<file path="config.mk">
export PLATFORM = sky130hd
export DESIGN_NAME = cra_digit_scan
export DESIGN_NICKNAME = d
export VERILOG_FILES = /design/src/cra_pkg.sv /design/src/cra_digit_scan.sv
export SDC_FILE = /design/constraint.sdc
export NUM_CORES = 1
export LEC_CHECK = 0
export BUFFER_PORTS_ARGS = -buffer_cell sky130_fd_sc_hd__buf_2
export CORE_MARGIN = 2
export CORE_UTILIZATION = 30
export CTS_CLUSTER_DIAMETER = 50
export CTS_CLUSTER_SIZE = 40
export DETAILED_ROUTE_END_ITERATION = 8
export PLACE_DENSITY = 0.52
export SKIP_CTS_REPAIR_TIMING = 1
export SLEW_MARGIN = 40
export SYNTH_ARGS = -nofsm -noshare
export SYNTH_HDL_FRONTEND = slang
export SYNTH_SLANG_ARGS = --single-unit
</file>
<file path="constraint.sdc">
create_clock -name clk -period 5.7 [get_ports clk]
set_clock_uncertainty 0.1 [all_clocks]
set_input_delay 0.285 -clock clk [delete_from_list [all_inputs] [get_ports clk]]
set_output_delay 0.285 -clock clk [all_outputs]
set_load 0.02 [all_outputs]
</file>
<file path="src/cra_pkg.sv">
// shared types, constants and codes for the contiguous run bitmap allocator
// no dependencies
`timescale 1ns / 1ps
`default_nettype none

package cra_pkg;

  localparam int SECTOR_BYTES_DEF    = 512;
  localparam int MAX_MAP_SECTORS_DEF = 4;

  localparam int WORD_W   = 32;
  localparam int WBIT_W   = 5;
  localparam int COUNT_W  = 15;
  localparam int WIDX_W   = 9;
  localparam int FDS_W    = 24;
  localparam int MSEC_W   = 3;
  localparam int FSEC_W   = 25;

  localparam int DIGIT_W  = 8;
  localparam int DIGIT_IW = 3;
  localparam int DIG_CNT_W = 2;
  localparam logic [DIG_CNT_W-1:0] DIG_LAST = DIG_CNT_W'(WORD_W / DIGIT_W - 1);

  localparam logic [MSEC_W-1:0] MSEC_RESET = MSEC_W'(1);

  typedef enum logic {
    REQ_ALLOC  = 1'b0,
    REQ_PRESET = 1'b1
  } req_t;

  typedef enum logic {
    CFG_FIRST_DATA_SECTOR = 1'b0,
    CFG_MAP_SECTORS       = 1'b1
  } cfg_idx_t;

  typedef enum logic [2:0] {
    S_CLEAR,
    S_IDLE,
    S_FETCH,
    S_SCAN,
    S_MARK_RD,
    S_MARK_WR,
    S_RESP
  } state_t;

  typedef struct packed {
    logic clear;
    logic step;
    logic from_mem;
  } scan_ctl_t;

endpackage

`default_nettype wire

</file>
<file path="src/cra_digit_scan.sv">
// run finder: shifts a map word through eight bits a cycle while step is set, tracks the
// current clear run and flags the earliest bit at which it reaches the length
// depends on cra_pkg
`timescale 1ns / 1ps
`default_nettype none

module cra_digit_scan #(
  parameter int BW = 14
) (
  input  wire logic                         clk,
  input  wire cra_pkg::scan_ctl_t           ctl,
  input  wire logic [cra_pkg::WORD_W-1:0]   rdata,
  input  wire logic [BW-1:0]                base,
  input  wire logic [cra_pkg::COUNT_W-1:0]  len,
  output      logic                         hit,
  output      logic [BW-1:0]                hit_start
);

  logic [cra_pkg::WORD_W-1:0]    sh_r;
  logic [cra_pkg::COUNT_W-1:0]   run_r;
  logic [BW-1:0]                 first_r;

  logic [cra_pkg::DIGIT_W-1:0]   digit;
  logic [cra_pkg::WORD_W-1:0]    sh_src;
  logic                          seen;
  logic [cra_pkg::DIGIT_IW-1:0]  lastp;
  logic [cra_pkg::COUNT_W:0]     runk;
  logic [BW-1:0]                 stk;
  logic                          found;
  logic [cra_pkg::COUNT_W-1:0]   run_nxt;
  logic [BW-1:0]                 first_nxt;

  assign sh_src = ctl.from_mem ? rdata : sh_r;
  assign digit  = sh_src[cra_pkg::DIGIT_W-1:0];

  always_comb begin
    seen      = 1'b0;
    lastp     = '0;
    found     = 1'b0;
    hit_start = '0;
    runk      = '0;
    stk       = '0;
    for (int k = 0; k < cra_pkg::DIGIT_W; k++) begin
      if (digit[k]) begin
        seen  = 1'b1;
        lastp = cra_pkg::DIGIT_IW'(k);
      end
      if (seen) begin
        runk = (cra_pkg::COUNT_W+1)'(cra_pkg::DIGIT_IW'(k) - lastp);
        stk  = base + BW'(lastp) + BW'(1);
      end else begin
        runk = (cra_pkg::COUNT_W+1)'(run_r) + (cra_pkg::COUNT_W+1)'(k + 1);
        stk  = (run_r == '0) ? base : first_r;
      end
      if (!digit[k] && !found && runk == (cra_pkg::COUNT_W+1)'(len)) begin
        found     = 1'b1;
        hit_start = stk;
      end
    end
    if (seen) begin
      run_nxt   = cra_pkg::COUNT_W'(cra_pkg::DIGIT_IW'(cra_pkg::DIGIT_W - 1) - lastp);
      first_nxt = base + BW'(lastp) + BW'(1);
    end else begin
      run_nxt   = run_r + cra_pkg::COUNT_W'(cra_pkg::DIGIT_W);
      first_nxt = (run_r == '0) ? base : first_r;
    end
  end

  assign hit = ctl.step && found;

  always_ff @(posedge clk) begin
    if (ctl.clear) begin
      run_r   <= '0;
      first_r <= '0;
    end else if (ctl.step) begin
      sh_r    <= sh_src >> cra_pkg::DIGIT_W;
      run_r   <= run_nxt;
      first_r <= first_nxt;
    end
  end

endmodule

`default_nettype wire

</file>
==> summary.md <==
| Metric | Value |
|---|---|
| Placer's final routability congestion estimate | `~1.0` |
| Fillers | `4065` |
| Synth top cells by count | `nor2_1, nand2_1, o21ai_0` |
| Initial detailed-routing violation count | `about 1800` |
| TritonRoute pass-1 iters | `5` |
| Worst Path Required | `5320 ps` |
| Clk root buf | `clkbuf_16` |
| Hold path cells | `2` |
| Area contributors post-synth | `xnor2_1, edfxtp_1, o21ai_0` |
| DRC Markers | `0` |
| Clk sinks | `53` |
| RSZ-0062 raised after global routing | `no` |
| HP Start | `rdata[26]` |
| Leak | `4.41 nW` |
| Tmin final | `5500 ps` |
| Fmax | `roughly 0.18 GHz` |
| Number of enable flip-flop cells after synthesis | `24` |
| Synth Area per Inst | `6.94 µm²` |
| Die W | `198 µm` |
| Leading area contributor after synthesis | `xnor2_1` |
| Crit end category | `output port` |
| GR Overflow Total | `0` |
| Worst flop-to-flop path startpoint | `sh_r[2]` |
| Final setup TNS | `0 ps` |
| CTS tree | `yes` |
| Post-Place Setup Slack | `about 450 ps` |
| Yosys warnings | `0` |
| Fin nets | `1748` |
| Worst hold path type | `in -> reg` |
| Final Hold Viols | `0` |
| Total GRT Usage | `26.7%` |
| Finish-stage setup viols | `0` |
| Ys async rst share | `0%` |
| Hold Path Sink | `sh_r[18]` |
| Most frequent cell after synthesis | `nor2_1` |
| Vias per inst | `between 6 and 7` |
| Die H | `198 µm` |
| Sequential-to-total area share from yosys stat | `between 10% and 20%` |
| Status | `finished, final reports clean` |
| CTS Buf Count | `5` |
| Crit path max fanout | `10` |
| Synth unique cells | `98` |
| First-pass GRT wire length | `just under 80000 µm` |
| Least-Margin Pin Slew | `782 ps` |
| R2r worst-path depth | `17` |
| Max Cap Viol | `0` |
| Synthesized cell area | `between 10000 and 15000 µm²` |
| Register bit count reported by yosys | `53` |
| Average wire per standard cell | `around 24 µm` |
| Worst Path Arrival | `5110 ps` |
| Vias in the first global route | `roughly 12000` |
| PnR worst setup slack | `203 ps` |
| Synth Net Count | `between 1500 and 2000` |
| Max Slew Vio Count | `0` |
| Crit share post-route | `96.4%` |
| Pin count of the biggest net entering global routing | `35` |
| Post-synthesis cell count | `between 1500 and 2000` |
| Area of the multi-input gates | `9260 µm²` |
| Clk pin slew, worst setup/hold paths | `about 80 ps` |
| Ports | `80` |
| Area Growth Syn to Fin | `11.2%` |
| I/O Buffers | `79` |
| Critical path type | `reg -> out` |
| VDD IR max | `about 0.12 mV` |
| Reg2Reg Setup Slack | `1580 ps` |
| CTS max path bufs | `2` |
| Core Box Area | `37400 µm²` |
| Startpoint types | `register` |
| RR Endpoint | `first_r[13]` |
| Vias | `13100` |
| Detailed Route WL | `~53000 µm` |
| PwrDens | `around 110 nW/µm²` |
| Share of cells above drive strength 1 | `15.0%` |
| Initial antenna violation count | `2` |
| Initial core utilization | `a little under a third` |
| Register area | `1300 µm²` |
| Worst-Skew Late Latency | `330 ps` |
| Crit. Startpoint | `run_r[1]` |
| Max-slew headroom | `47.9%` |
| Die area | `around 39000 µm²` |
| Post-synth top area share | `8.67%` |
| Rows | `71` |
| Hpwl dp | `38600 µm` |
| CTS H-tree depth | `2` |
| Main synth FF type | `dfxtp_1` |
| DRT antenna net count | `0` |
==> placed cells by master, fill, tap and decap left out, types with 7 or more instances in the layout <==
| cell type | count |
|---|---|
| nor4_1 | 24 |
| and2_1 | 15 |
| xor2_1 | 57 |
| o21ai_0 | 140 |
| edfxtp_1 | 24 |
| ha_1 | 32 |
| a222oi_1 | 7 |
| mux2_2 | 29 |
| nand3_1 | 42 |
| mux2i_1 | 34 |
| nor3_1 | 52 |
| o211ai_1 | 24 |
| nand4_1 | 29 |
| dfxtp_1 | 28 |
| nor3b_1 | 8 |
| o22ai_1 | 17 |
| buf_4 | 85 |
| nor2b_1 | 17 |
| a211oi_1 | 16 |
| a21o_1 | 15 |
| xnor2_1 | 111 |
| a211o_1 | 7 |
| nand2b_1 | 18 |
| or4_1 | 18 |
| or2_2 | 13 |
| nand3b_1 | 11 |
| inv_1 | 34 |
| or3_1 | 33 |
| nand2_1 | 149 |
| a221oi_1 | 11 |
| a32oi_1 | 8 |
| o21a_1 | 9 |
| o31ai_1 | 11 |
| a21oi_1 | 96 |
| nor2_1 | 147 |
| buf_2 | 79 |
| and3_1 | 10 |
| o221ai_1 | 10 |
| a22oi_1 | 11 |
| a31oi_1 | 18 |
==> worst max-delay path by stage <==
stage	to	slack, ps	cells after the start
2_1_floorplan	hit_start[0]	1070	17
3_3_place_gp	hit_start[13]	410	14
3_5_place_dp	hit_start[12]	450	19
4_1_cts	hit_start[6]	160	15
5_1_grt	hit_start[7]	1	16
6_report	hit_start[5]	200	15
==> cells by family after synthesis <==
group | Yosys count | share of synthesized area, %
flip-flops | 53 | 11.5
XOR/XNOR | 176 | 14.5
AO/OA/AOI/OAI | 466 | 26.9
buffers and inverters | 199 | 7.31
AND/OR/NAND/NOR | 636 | 29.3
adder cells (fa/ha/maj) | 38 | 4.60
multiplexers | 63 | 5.90
==> area by class of cell <==
type	instances	share of cell area, %
repair buffers	165	8.44
well taps	511	5.08
clock buffers	5	0.995
inverters	41	1.25
flip-flops and latches	53	10.4
diodes	1	0.0199
multi-input cells	1379	73.6
clock inverters	3	0.229
==> registers in the layout, indices dropped and copies added, names as in the netlist <==
name     count
first_r     14
sh_r        24
run_r       15
==> layer usage <==
| metal | track usage, % | up-vias | share of wire, % |
|---|---|---|---|
| li1 | - | 6026 | - |
| met4 | 10.7 | 0 | 4.3 |
| met2 | 40.9 | 725 | 43 |
| met1 | 37.2 | 6213 | 43 |
| met5 | 0 | - | 0 |
| met3 | 4.10 | 118 | 9.3 |
==> critical path, stage by stage (launching register included) <==
cell,delay (ps)
dfxtp_1,440
inv_1,170
ha_1,380
or2_2,360
a221o_1,380
or4_1,540
a2111oi_2,230
nand4_1,210
or4_4,620
nand2b_1,170
buf_4,210
nor3_1,80
buf_4,200
a221oi_1,400
o221ai_1,200
buf_2,200
==> through the flow <==
stage / cells / total power, mW / area [µm²] / utilization, % / hold slack, ps
after floorplan: 1631 / 0.827 / 11300 / - / 354
after global placement: 2146 / 1.03 / 12300 / 32.9 / 367
after detailed placement: 2148 / 1.03 / 12400 / 33.1 / 380
after CTS: 2156 / 1.40 / 12500 / 33.5 / 131
after global routing: 2157 / 1.48 / 12600 / 33.6 / 137
final: 2158 / 1.41 / 12600 / 33.6 / 138
==> where the power goes <==
part / leakage [nW] / total [mW] / internal (mW) / switching [mW]
sequential: 0.456 / 0.427 / 0.417 / 0.0100
clock: 0.0763 / 0.366 / 0.170 / 0.196
combinational: 3.87 / 0.617 / 0.218 / 0.399
total: 4.41 / 1.41 / 0.804 / 0.605
(Power assumes the default switching activity.)
